<file path="src/rtl/core/ab2lp_pkg.sv">
package ab2lp_pkg;

  // Result status codes
  typedef enum logic [2:0] {
    STAT_BUILT    = 3'd0,
    STAT_NO_VCL   = 3'd1,
    STAT_INVALID  = 3'd2,
    STAT_PROTOCOL = 3'd3,
    STAT_NO_SPACE = 3'd4
  } status_e;

  // Control sequencer states
  typedef enum logic [2:0] {
    S_IDLE,
    S_CHECK,
    S_DECIDE,
    S_READ,
    S_PUSH,
    S_SUM
  } fsm_e;

  localparam int unsigned IN_W  = 264;
  localparam int unsigned OUT_W = 328;

  localparam logic [4:0]  NAL_TYPE_MASK = 5'h1f;
  localparam logic [4:0]  NAL_VCL_FIRST = 5'd1;
  localparam logic [4:0]  NAL_IDR       = 5'd5;
  localparam logic [4:0]  NAL_SPS       = 5'd7;
  localparam logic [4:0]  NAL_PPS       = 5'd8;
  localparam logic [32:0] LEN_WORD      = 33'd4;
  localparam logic [32:0] TOTAL_MAX     = 33'h1_ffff_ffff;

  // Input item, first field in the lowest bits
  typedef struct packed {
    logic [31:0] generation;
    logic [63:0] pts;
    logic [31:0] out_capacity;
    logic [31:0] au_size;
    logic [39:0] head_bytes;
    logic [31:0] span_len;
    logic [31:0] span_offset;
  } span_item_t;

  // Result item, first field in the lowest bits
  typedef struct packed {
    logic [2:0]  pad;
    logic [31:0] generation_out;
    logic [63:0] pts_out;
    logic [31:0] pps_len;
    logic [31:0] pps_start;
    logic [31:0] sps_len;
    logic [31:0] sps_start;
    logic        key_frame;
    logic [31:0] copy_len;
    logic [31:0] source_offset;
    logic [32:0] byte_position;
    status_e     status;
  } result_t;

  // Parsed span, from the span parser to the sequencer
  typedef struct packed {
    logic        bad;
    logic        vcl;
    logic        idr;
    logic        sps;
    logic        pps;
    logic [31:0] poff;
    logic [31:0] nlen;
  } span_info_t;

endpackage

</file>
<file path="src/rtl/core/ab2lp_span_parse.sv">
module ab2lp_span_parse
  import ab2lp_pkg::*;
(
  input  logic [31:0] span_offset_i,
  input  logic [31:0] span_len_i,
  input  logic [39:0] head_bytes_i,
  input  logic [31:0] au_size_i,
  output span_info_t  info_o
);

  logic [7:0]  b0, b1, b2, b3, b4;
  logic        four, three;
  logic [2:0]  pre;
  logic [4:0]  nal_type;
  logic [31:0] room;
  logic        bounds_bad;

  // Split the header bytes, first byte on top
  assign b0 = head_bytes_i[39:32];
  assign b1 = head_bytes_i[31:24];
  assign b2 = head_bytes_i[23:16];
  assign b3 = head_bytes_i[15:8];
  assign b4 = head_bytes_i[7:0];

  // Detect the start code, long form first
  assign four  = (span_len_i >= 32'd4) && (b0 == 8'd0) && (b1 == 8'd0) &&
                 (b2 == 8'd0) && (b3 == 8'd1);
  assign three = !four && (span_len_i >= 32'd3) && (b0 == 8'd0) && (b1 == 8'd0) &&
                 (b2 == 8'd1);
  assign pre      = four ? 3'd4 : 3'd3;
  assign nal_type = (four ? b4[4:0] : b3[4:0]) & NAL_TYPE_MASK;

  // Check the span against the unit bounds
  assign room       = au_size_i - span_offset_i;
  assign bounds_bad = (span_len_i == 32'd0) || (span_offset_i > au_size_i) ||
                      (span_len_i > room);

  always_comb begin
    info_o      = '0;
    info_o.bad  = bounds_bad || !(four || three) || (span_len_i <= {29'd0, pre}) ||
                  (nal_type == 5'd0);
    info_o.vcl  = (nal_type >= NAL_VCL_FIRST) && (nal_type <= NAL_IDR);
    info_o.idr  = (nal_type == NAL_IDR);
    info_o.sps  = (nal_type == NAL_SPS);
    info_o.pps  = (nal_type == NAL_PPS);
    info_o.poff = span_offset_i + {29'd0, pre};
    info_o.nlen = span_len_i - {29'd0, pre};
  end

endmodule

</file>
<file path="src/rtl/core/annexb_to_length_prefixed_sample.sv">
// Converts one H.264 access unit, given as a run of NAL span descriptors on the
// slave stream, into AVCC copy commands on the master stream.
// Slave item: one span descriptor; tlast marks the last span of the unit, tuser
// marks an empty unit. Master item: a copy command (tlast low) or the unit
// summary (tlast high) carrying status, total size, key frame and SPS/PPS.
// Each span is first registered, then checked, and a VCL span is written into
// the span memory. Spans without tlast give no item.
// After the last span a decide state picks the status; a built unit then walks
// the span memory with a synchronous read and an output load per copy command,
// followed by the summary. Any other status gives the summary alone.
// The output register holds a result while the receiver stalls; the walk waits
// on it, and the next span is taken while the summary is still waiting.
// Reset clears the sequencer and the unit counters; the span memory needs no
// clearing since only entries written in the current unit are read.
module annexb_to_length_prefixed_sample
  import ab2lp_pkg::*;
#(
  parameter int unsigned MAX_SPANS = 16
) (
  input  logic             clk_i,
  input  logic             rst_ni,
  // span_offset, span_len, head_bytes, au_size, out_capacity, pts, generation
  input  logic [IN_W-1:0]  s_axis_tdata_i,
  // empty_unit
  input  logic             s_axis_tuser_i,
  input  logic             s_axis_tlast_i,
  input  logic             s_axis_tvalid_i,
  output logic             s_axis_tready_o,
  // status, byte_position, source_offset, copy_len, key_frame, sps_start,
  // sps_len, pps_start, pps_len, pts_out, generation_out, zero pad
  output logic [OUT_W-1:0] m_axis_tdata_o,
  output logic             m_axis_tlast_o,
  output logic             m_axis_tvalid_o,
  input  logic             m_axis_tready_i
);

  localparam int unsigned SCW = $clog2(MAX_SPANS + 2);
  localparam int unsigned CW  = $clog2(MAX_SPANS + 1);
  localparam int unsigned AW  = (MAX_SPANS > 1) ? $clog2(MAX_SPANS) : 1;

  fsm_e        state_q, state_d;
  span_item_t  in_q, in_d;
  logic        empty_q, empty_d, last_q, last_d;
  logic [SCW-1:0] span_cnt_q, span_cnt_d, cnt_n;
  logic [CW-1:0]  vcl_cnt_q, vcl_cnt_d, idx_q, idx_d;
  logic [32:0] total_q, total_d, pos_q, pos_d;
  logic [33:0] total_sum;
  logic        err_q, err_d, key_q, key_d;
  logic [31:0] sps_off_q, sps_off_d, sps_len_q, sps_len_d;
  logic [31:0] pps_off_q, pps_off_d, pps_len_q, pps_len_d;
  status_e     status_q, status_d;
  span_info_t  info;

  logic        mem_we;
  logic [63:0] span_mem [MAX_SPANS];
  logic [63:0] rd_q;

  logic        out_valid_q, out_last_q, out_load, out_last_d, out_free;
  result_t     out_q, out_d;

  // Parse the registered span
  ab2lp_span_parse u_parse (
    .span_offset_i (in_q.span_offset),
    .span_len_i    (in_q.span_len),
    .head_bytes_i  (in_q.head_bytes),
    .au_size_i     (in_q.au_size),
    .info_o        (info)
  );

  assign s_axis_tready_o = (state_q == S_IDLE);
  assign out_free        = !out_valid_q || m_axis_tready_i;
  assign cnt_n           = (span_cnt_q <= SCW'(MAX_SPANS)) ? span_cnt_q + 1'b1 : span_cnt_q;
  assign total_sum       = {1'b0, total_q} + {2'b00, info.nlen} + {1'b0, LEN_WORD};

  // Sequence span intake, status decision and the copy walk
  always_comb begin
    state_d    = state_q;
    in_d       = in_q;
    empty_d    = empty_q;
    last_d     = last_q;
    span_cnt_d = span_cnt_q;
    vcl_cnt_d  = vcl_cnt_q;
    idx_d      = idx_q;
    total_d    = total_q;
    pos_d      = pos_q;
    err_d      = err_q;
    key_d      = key_q;
    sps_off_d  = sps_off_q;
    sps_len_d  = sps_len_q;
    pps_off_d  = pps_off_q;
    pps_len_d  = pps_len_q;
    status_d   = status_q;
    mem_we     = 1'b0;
    out_load   = 1'b0;
    out_last_d = 1'b0;
    out_d      = '0;
    case (state_q)
      S_IDLE: begin
        if (s_axis_tvalid_i) begin
          in_d    = span_item_t'(s_axis_tdata_i);
          empty_d = s_axis_tuser_i;
          last_d  = s_axis_tlast_i;
          state_d = S_CHECK;
        end
      end
      S_CHECK: begin
        if (empty_q) begin
          status_d = STAT_INVALID;
          state_d  = S_SUM;
        end else begin
          span_cnt_d = cnt_n;
          if (cnt_n <= SCW'(MAX_SPANS) && !err_q) begin
            if (info.bad) begin
              err_d = 1'b1;
            end else if (info.vcl) begin
              if (vcl_cnt_q < CW'(MAX_SPANS)) begin
                mem_we    = 1'b1;
                vcl_cnt_d = vcl_cnt_q + 1'b1;
              end
              total_d = (total_sum > {1'b0, TOTAL_MAX}) ? TOTAL_MAX : total_sum[32:0];
              if (info.idr) key_d = 1'b1;
            end else if (info.sps && sps_len_q == 32'd0) begin
              sps_off_d = info.poff;
              sps_len_d = info.nlen;
            end else if (info.pps && pps_len_q == 32'd0) begin
              pps_off_d = info.poff;
              pps_len_d = info.nlen;
            end
          end
          state_d = last_q ? S_DECIDE : S_IDLE;
        end
      end
      S_DECIDE: begin
        if (span_cnt_q > SCW'(MAX_SPANS))           status_d = STAT_INVALID;
        else if (err_q)                             status_d = STAT_PROTOCOL;
        else if (vcl_cnt_q == '0)                   status_d = STAT_NO_VCL;
        else if (total_q > {1'b0, in_q.out_capacity}) status_d = STAT_NO_SPACE;
        else                                        status_d = STAT_BUILT;
        pos_d   = '0;
        idx_d   = '0;
        state_d = (status_d == STAT_BUILT) ? S_READ : S_SUM;
      end
      S_READ: begin
        state_d = S_PUSH;
      end
      S_PUSH: begin
        if (out_free) begin
          out_load            = 1'b1;
          out_d.status        = STAT_BUILT;
          out_d.byte_position = pos_q;
          out_d.source_offset = rd_q[31:0];
          out_d.copy_len      = rd_q[63:32];
          pos_d               = pos_q + {1'b0, rd_q[63:32]} + LEN_WORD;
          idx_d               = idx_q + 1'b1;
          state_d             = (idx_d == vcl_cnt_q) ? S_SUM : S_READ;
        end
      end
      S_SUM: begin
        if (out_free) begin
          out_load     = 1'b1;
          out_last_d   = 1'b1;
          out_d.status = status_q;
          if (status_q == STAT_BUILT) begin
            out_d.byte_position = pos_q;
            out_d.key_frame     = key_q;
          end
          if (status_q == STAT_BUILT || status_q == STAT_NO_VCL) begin
            out_d.sps_start      = sps_off_q;
            out_d.sps_len        = sps_len_q;
            out_d.pps_start      = pps_off_q;
            out_d.pps_len        = pps_len_q;
            out_d.pts_out        = in_q.pts;
            out_d.generation_out = in_q.generation;
          end
          // clear the unit
          span_cnt_d = '0;
          vcl_cnt_d  = '0;
          total_d    = '0;
          err_d      = 1'b0;
          key_d      = 1'b0;
          sps_off_d  = '0;
          sps_len_d  = '0;
          pps_off_d  = '0;
          pps_len_d  = '0;
          state_d    = S_IDLE;
        end
      end
      default: state_d = S_IDLE;
    endcase
  end

  // Hold the sequencer and unit state
  always_ff @(posedge clk_i or negedge rst_ni) begin
    if (!rst_ni) begin
      state_q    <= S_IDLE;
      empty_q    <= 1'b0;
      last_q     <= 1'b0;
      span_cnt_q <= '0;
      vcl_cnt_q  <= '0;
      idx_q      <= '0;
      total_q    <= '0;
      pos_q      <= '0;
      err_q      <= 1'b0;
      key_q      <= 1'b0;
      sps_off_q  <= '0;
      sps_len_q  <= '0;
      pps_off_q  <= '0;
      pps_len_q  <= '0;
      status_q   <= STAT_BUILT;
    end else begin
      state_q    <= state_d;
      empty_q    <= empty_d;
      last_q     <= last_d;
      span_cnt_q <= span_cnt_d;
      vcl_cnt_q  <= vcl_cnt_d;
      idx_q      <= idx_d;
      total_q    <= total_d;
      pos_q      <= pos_d;
      err_q      <= err_d;
      key_q      <= key_d;
      sps_off_q  <= sps_off_d;
      sps_len_q  <= sps_len_d;
      pps_off_q  <= pps_off_d;
      pps_len_q  <= pps_len_d;
      status_q   <= status_d;
    end
  end

  // Capture the span descriptor
  always_ff @(posedge clk_i) begin
    in_q <= in_d;
  end

  // Store VCL entries as {length, offset}; read one per cycle
  always_ff @(posedge clk_i) begin
    if (mem_we) begin
      span_mem[vcl_cnt_q[AW-1:0]] <= {info.nlen, info.poff};
    end
    rd_q <= span_mem[idx_q[AW-1:0]];
  end

  // Output register
  always_ff @(posedge clk_i or negedge rst_ni) begin
    if (!rst_ni) begin
      out_valid_q <= 1'b0;
      out_last_q  <= 1'b0;
    end else if (out_load) begin
      out_valid_q <= 1'b1;
      out_last_q  <= out_last_d;
    end else if (m_axis_tready_i) begin
      out_valid_q <= 1'b0;
    end
  end

  always_ff @(posedge clk_i) begin
    if (out_load) begin
      out_q <= out_d;
    end
  end

  assign m_axis_tvalid_o = out_valid_q;
  assign m_axis_tlast_o  = out_last_q;
  assign m_axis_tdata_o  = OUT_W'(out_q);

  // The walk only reads entries written in this unit
  a_push_in_range: assert property (@(posedge clk_i) disable iff (!rst_ni)
    (state_q == S_PUSH) |-> (idx_q < vcl_cnt_q))
    else $error("copy walk past stored VCL entries");

  // VCL entries never outnumber spans
  a_vcl_le_spans: assert property (@(posedge clk_i) disable iff (!rst_ni)
    SCW'(vcl_cnt_q) <= span_cnt_q)
    else $error("VCL count exceeds span count");

  // A memory read is always followed by the push that consumes it
  a_read_then_push: assert property (@(posedge clk_i) disable iff (!rst_ni)
    (state_q == S_READ) |=> (state_q == S_PUSH))
    else $error("read data not consumed");

  // Writes stay inside the span memory
  a_write_in_range: assert property (@(posedge clk_i) disable iff (!rst_ni)
    mem_we |-> (vcl_cnt_q < CW'(MAX_SPANS)))
    else $error("span memory write out of range");

  // A summary leaves the unit cleared
  a_sum_clears: assert property (@(posedge clk_i) disable iff (!rst_ni)
    (out_load && out_last_d) |=> (span_cnt_q == '0 && vcl_cnt_q == '0 && !err_q))
    else $error("unit state not cleared after summary");

endmodule
</file>
<file path="config.mk">
export PLATFORM = sky130hd
export DESIGN_NAME = annexb_to_length_prefixed_sample
export DESIGN_NICKNAME = d
export VERILOG_FILES = /design/src/rtl/core/ab2lp_pkg.sv /design/src/rtl/core/ab2lp_span_parse.sv /design/src/rtl/core/annexb_to_length_prefixed_sample.sv
export SDC_FILE = /design/constraint.sdc
export NUM_CORES = 2
export LEC_CHECK = 0
export BUFFER_PORTS_ARGS = -buffer_cell sky130_fd_sc_hd__buf_2
export CORE_MARGIN = 2
export CORE_UTILIZATION = 60
export CTS_CLUSTER_SIZE = 10
export DETAILED_ROUTE_END_ITERATION = 12
export PLACE_DENSITY = 0.87
export SYNTH_ARGS = -nofsm -noshare
export SYNTH_HDL_FRONTEND = slang
export SYNTH_SLANG_ARGS = --single-unit
</file>
<file path="constraint.sdc">
create_clock -name clk_i -period 11.15 [get_ports clk_i]
set_input_delay 3.345 -clock clk_i [delete_from_list [all_inputs] [get_ports clk_i]]
set_output_delay 3.345 -clock clk_i [all_outputs]
set_load 0.005 [all_outputs]
</file>
Word-level counts from Yosys, hierarchy flattened. Memory sizes are Yosys's and may differ from the RTL's. A register that Yosys moved wholly into a read port is not among the register bits. Index checks and enable logic that the tools add are counted.

Bits in registers: 810. RAM bits: 1024. Output and inout bits: 331. Logic and storage cells: 233. Memories: 1.

Add/subtract/negate cells: 10. Magnitude comparators: 13. Equal/unequal tests: 27. Muxes and demuxes: 93. Reductions and logical operators: 54.

Memory list: span_mem (words 16, bits a word 64, read ports 1, clocked after Yosys merged registers in 1, wr ports 1, RTL line annexb_to_length_prefixed_sample.sv:55) `logic [63:0] span_mem [MAX_SPANS];`.

Operators by type and width (count): 32-bit 2-to-1 mux (23); 33-bit 2-to-1 mux (8); 32-bit one-hot mux with 2 select lines (4); 33-bit one-hot mux with 2 select lines (2); 32-bit zero test (3); 36-bit 2-to-1 mux (2); 36-bit one-hot mux with 2 select lines (1); 32-bit > comparator (2); 5-bit 2-to-1 mux (10); 3-bit 2-to-1 mux (13); 33-bit by 32-bit adder with 34-bit output (1); 34-bit by 3-bit adder with 34-bit output (second input constant) (1); 34-bit by 33-bit > comparator with 1-bit output (second input constant) (1); 33-bit by 3-bit adder with 33-bit output (second input constant) (1); 33-bit by 32-bit adder with 33-bit output (1); 33-bit by 32-bit > comparator with 1-bit output (1); 32-bit by 3-bit adder with 32-bit output (1); 32-bit by 2-bit >= comparator with 1-bit output (second input constant) (1); 32-bit by 3-bit >= comparator with 1-bit output (second input constant) (1); 32-bit by 3-bit <= comparator with 1-bit output (1); 32-bit by 3-bit subtractor with 32-bit output (1); 32-bit subtractor (1); 2-bit inequality test (second input constant) (15); 5-bit one-hot mux with 2 select lines (3); other kinds (32) (99).

Logic depth before layout (Yosys ltp).
Depth after elaboration: 21. Gate-level depth with buffers: 28. Mapped depth without buffers: 27.

By module. Synthesis repeated with hierarchy kept, for this count alone.

Cells, all modules: 4615. Area total of the unflattened synthesis: 77379.2 µm².

Modules (own cells, without submodules): annexb_to_length_prefixed_sample (times used 1, cells each 4022, area each 73291.5 µm², sequential area each 55248.0 µm²); ab2lp_span_parse (times used 1, cells each 593, area each 4087.7 µm², sequential area each 0.0 µm²).

Least setup slack after synthesis. Ideal clock, no wire load.

Path type: input -> register. From: input port m_axis_tready_i. To: register out_q, in the netlist m_axis_tdata_o[0], enable pin. Library setup time: 2.422 ns. Arrival time: 9.556 ns. Required time: 8.728 ns. Slack: -0.829 ns. Stages on the path: 5. Buffers on the path: 2. Cells stage by stage: nand2b_1 > nand3_1 > clkbuf_1 > clkbuf_1 > nand2_1.

Longest elaborated chain between the ends: 3.

Ends and longest elaborated chain: from (decl) (RTL line annexb_to_length_prefixed_sample.sv:34) `input logic m_axis_tready_i`; 1-bit logical OR (RTL line annexb_to_length_prefixed_sample.sv:71) `assign out_free = !out_valid_q || m_axis_tready_i;`; 1-bit 2-to-1 mux (RTL line annexb_to_length_prefixed_sample.sv:147, annexb_to_length_prefixed_sample.sv:159); 1-bit 2-to-1 mux; net out_load (RTL line annexb_to_length_prefixed_sample.sv:58) `logic out_valid_q, out_last_q, out_load, out_last_d, out_free;`; to (signal assigned) (RTL line annexb_to_length_prefixed_sample.sv:257) `out_q <= out_d;`; to (decl) (RTL line annexb_to_length_prefixed_sample.sv:59) `result_t out_q, out_d;`.

The timed path passes the listed nets, and every way through them passes these cells. A chain may end at the register's enable or synchronous reset.

Final worst setup path.
From: register in_q[4] (netlist bit). To: memory span_mem[11][25], enable pin.

Longest elaborated chain between the ends: 12. Elaborated cells on any way between the ends: 14. Classes of those cells: add/sub (1); order compare (2); mux (6); reduce/logical (5).

Ends and longest elaborated chain: from (decl) (RTL line annexb_to_length_prefixed_sample.sv:42) `span_item_t in_q, in_d;`; from (signal assigned) (RTL line annexb_to_length_prefixed_sample.sv:231) `in_q <= in_d;`; 32-bit subtractor / 32-bit > comparator (equally long branches) (RTL line ab2lp_span_parse.sv:34, ab2lp_span_parse.sv:35); 32-bit > comparator / 1-bit logical OR (equally long branches) (RTL line ab2lp_span_parse.sv:36, ab2lp_span_parse.sv:35); 1-bit logical OR (*) (RTL line ab2lp_span_parse.sv:35) `assign bounds_bad = (span_len_i == 32'd0) || (span_offset_i > au_size_i) ||`; 1-bit logical OR (*) (3 in series) (RTL line ab2lp_span_parse.sv:40) `info_o.bad = bounds_bad || !(four || three) || (span_len_i <= {29'd0, pre}) ||`; 1-bit 2-to-1 mux (*) (RTL line annexb_to_length_prefixed_sample.sv:113) `if (info.bad) begin`; 1-bit 2-to-1 mux (*) (RTL line annexb_to_length_prefixed_sample.sv:112) `if (cnt_n <= SCW'(MAX_SPANS) && !err_q) begin`; 1-bit 2-to-1 mux (*) (RTL line annexb_to_length_prefixed_sample.sv:107) `if (empty_q) begin`; 1-bit 2-to-1 mux (*) (RTL line annexb_to_length_prefixed_sample.sv:97) `case (state_q)`; 1-bit 2-to-1 mux (*) (RTL line annexb_to_length_prefixed_sample.sv:236) `if (mem_we) begin`; 1-bit 2-to-1 mux (not written as such) (*) (RTL line annexb_to_length_prefixed_sample.sv:237) `span_mem[vcl_cnt_q[AW-1:0]] <= {info.nlen, info.poff};`; to (decl) (RTL line annexb_to_length_prefixed_sample.sv:55).

Mark *: on every way between the ends. The rest lies on a longest branch, timed or not.

==> impl_metrics.csv <==
group,metric,value,unit
finish,fillers,7435,
hold_path,min_from,"sps_off_q[9]",
yosys,ys_warn_count,0,
floorplan,coreArea,0.128,mm2
yosys,synth-edff-count,1610,
routing,avgViaCountPerCell,6.63,
finish,multi_input_area,0.0209,mm2
power_and_ir_drop,clkPwrFrac,0.283,
critical_path,start_kind,"register",
yosys,synth_top_area_share,0.626,
clock_tree,postCtsSetupBuffers,0,
grt,grt_pass1_wl,325,mm
critical_path,critPathRequiredTime,11560,ps
power_and_ir_drop,power,22.9,mW
timing,period_share,0.825,
yosys,synth-main-ff-cell,"edfxtp_1",
clock_tree,root_buffer,"clkbuf_16",
yosys,synthArstFlopShare,0.117,
run,maxCapViolCount,0,
clock_tree,cts_resized,0,
hold_path,hold_end,"sps_off_q[9]",
yosys,ys_top_cells_by_count,"edfxtp_1 (1610), mux4_2 (320), and2_1 (295)",
floorplan,die_height,363,um
finish,utilization,0.695,
yosys,ys_ff_latch,1895,
floorplan,row_count,131,
hold_path,worstHoldPathType,"reg2reg",
clock_tree,cts_sinks,1895,
floorplan,start_util,0.605,
timing,fin_setup_tns,0,ps
yosys,yosysSeqAreaShare,0.714,
timing,fmax,109,MHz
clock_tree,cts_tree,"built",
yosys,synth.distinct_cells,77,
routing,wl_per_cell,31.7,um
critical_path,rr_worst_depth,24,
timing,final_hold_viol_count,0,
timing,rsz0062_at_grt,"false",
floorplan,fp.dieW,363,um
placement,portBuffers,594,
floorplan,dieArea,0.132,mm2
critical_path,reg2reg_slack,1950,ps
finish,final_nets,5750,
grt,antenna_found_initial,28,
placement,dp.cells,6689,
grt,grt_max_degree,156,
power_and_ir_drop,pwr-share-seq,0.427,
hold_path,min_path_cells,2,
timing,worst_pin_slew,1280,ps
yosys,avgSynthCellArea,17.1,um2
finish,fin_cells,7107,
clock_tree,clk_path_buf_depth,3,
power_and_ir_drop,total_leakage_power,32.6,nW
power_and_ir_drop,pwr_density_cell,258,mW/mm2
power_and_ir_drop,sw_frac_of_total,0.328,
power_and_ir_drop,peakVddDrop,188,uV
run_status,status,"completed",
clock_tree,postCtsHoldBufs,0,
floorplan,io_pins,601,
routing,dr_total_vias,47200,
critical_path,worst-setup-path-type,"reg2reg",
yosys,yosys-top-cells-area,"edfxtp_1 (63%), mux4_2 (9.3%), dfrtp_1 (7.2%), ha_1 (3.8%), and2_1 (2.4%)",
clock_tree,h-tree-depth,4,
grt,grt-ovfl-total,0,
clock_tree,clk_pin_slew,60,ps
finish,seqCellArea,0.0552,mm2
yosys,synth.most_common_cell,"edfxtp_1",
clock_tree,clock_latency,850,ps
placement,gp_congestion,0.982,
routing,ant_nets,0,
routing,routed_wl,225,mm
timing,min_period,9200,ps
yosys,synth_area,0.0772,mm2
timing,slew_headroom,0.138,
power_and_ir_drop,p_int,15.4,mW
clock_tree,numCtsBuffers,210,
critical_path,critical_path.max_fanout,48,
timing,finalClockSkew,60.3,ps
routing,drc,0,
critical_path,r2r_end,"span_mem[11][25]",
critical_path,arrival,9610,ps
critical_path,cp-end-kind,"register",
critical_path,r2r-start,"in_q[4]",
finish,areaGrowthSynthToFinish,14.9,%
timing,slew_viol_final,0,
power_and_ir_drop,pwr-share-comb,0.290,
finish,layout-drive-gt1-share,0.247,
yosys,postSynthCellCount,4530,
routing,initialDrtViolationCount,7486,
power_and_ir_drop,p_switching,7.51,mW
yosys,synth_area_leader_cell,"edfxtp_1",
grt,grt_use_total,0.345,
routing,dr.pass1.iters,9,
grt,grt_pass1_vias,47300,
placement,place_hpwl,138,mm
timing,finalSetupViolations,0,
[kinds of logic after synthesis]
kind of cell             count (synthesis)  synth area share
flip-flops                            1895             0.714
buffers and inverters                  338            0.0181
multiplexers                           326            0.0941
adder cells (fa/ha/maj)                241            0.0395
AND/OR/NAND/NOR                       1008            0.0689
XOR/XNOR                               142            0.0161
AO/OA/AOI/OAI                          579            0.0491
other                                    1         0.0000485
[per-stage QoR]
stage                     cell area, um2  hold WS, ps  setup slack, ps
final                              88800          464             1950
after global routing               88700          511             1930
after CTS                          88700          474             2510
after detailed placement           82400          460             2790
after global placement             82400          453             3010
after floorplan                    77300          440              850
[placed cells by master, fill, tap and decap left out, types with 110 or more instances in the layout]
master / synthesis / routed
nand2_1: 235 / 234
clkbuf_16: 0 / 215
edfxtp_1: 1610 / 1610
dfrtp_1: 221 / 217
nor2_1: 135 / 123
inv_1: 168 / 168
and2_1: 295 / 294
buf_2: 8 / 593
clkbuf_1: 123 / 164
a21oi_1: 112 / 110
ha_1: 236 / 236
mux4_2: 320 / 320
o21ai_0: 161 / 161
[state kept, by name, indices dropped and copies added, names as in the netlist, 3 cells and up]
signal,flops
pps_off_q,32
in_q,261
sps_off_q,32
status_q,3
m_axis_tdata_o,325
sps_len_q,32
rd_q,64
idx_q,5
span_cnt_q,5
pps_len_q,32
span_mem,1024
state_q,3
pos_q,33
vcl_cnt_q,5
total_q,33
[worst max-delay path by stage]
stage               startpoint          endpoint  slack, ps  cells after the start
6_report               in_q[4]  span_mem[11][25]       1950                     24
5_1_grt                in_q[4]   span_mem[7][25]       1930                     24
4_1_cts                in_q[4]  span_mem[11][25]       2510                     24
3_5_place_dp           in_q[4]  span_mem[10][25]       2790                     24
3_3_place_gp          in_q[50]       total_q[19]       3010                     26
2_1_floorplan  s_axis_tvalid_i           empty_q        850                      2
[routing by layer]
layer  vias up  routed length [um]  GRT usage  share of wire
met4        16               16700      0.211          0.074
li1      18900                   -          -              -
met3       918               25900     0.0900           0.12
met2      3859              107000      0.544           0.47
met5         -                 119    0.00296        0.00053
met1     23400               75700      0.433           0.34
[critical path, stage by stage (launching register included)]
cell	delay, ps
edfxtp_1	450
inv_1	190
ha_1	340
a21o_1	260
a31o_2	260
a211oi_1	510
a211oi_1	330
o41ai_1	650
a21oi_1	170
o21ai_0	370
o21bai_1	130
a21oi_1	190
xor2_1	90
ha_1	310
nand4_1	90
nor2_1	350
nand2_1	150
o21ai_0	290
nand3_1	120
a41oi_1	190
nand3b_1	360
nor3_1	790
nand2_1	450
nor2_4	710
buf_4	900
[cell type report]
type,count,area share
Tap cell,1662,0.0234
Antenna cell,22,0.000620
Clock buffer,381,0.0679
Multi-Input combinational cell,2299,0.236
Clock inverter,15,0.00337
Timing Repair Buffer,665,0.0403
Inverter,168,0.00711
Sequential cell,1895,0.622
[power by group through the flow]
| stage | clock network [mW] | logic (mW) | registers, mW |
|---|---|---|---|
| final | 6.47 | 6.64 | 9.78 |
| after global routing | 6.77 | 7.15 | 9.85 |
| after CTS | 6.50 | 6.53 | 9.76 |
| after detailed placement | 0 | 6.39 | 9.87 |
| after global placement | 0 | 6.13 | 9.83 |
| after floorplan | 0 | 4.37 | 9.68 |
No activity file was read; power rests on OpenSTA's default activity.
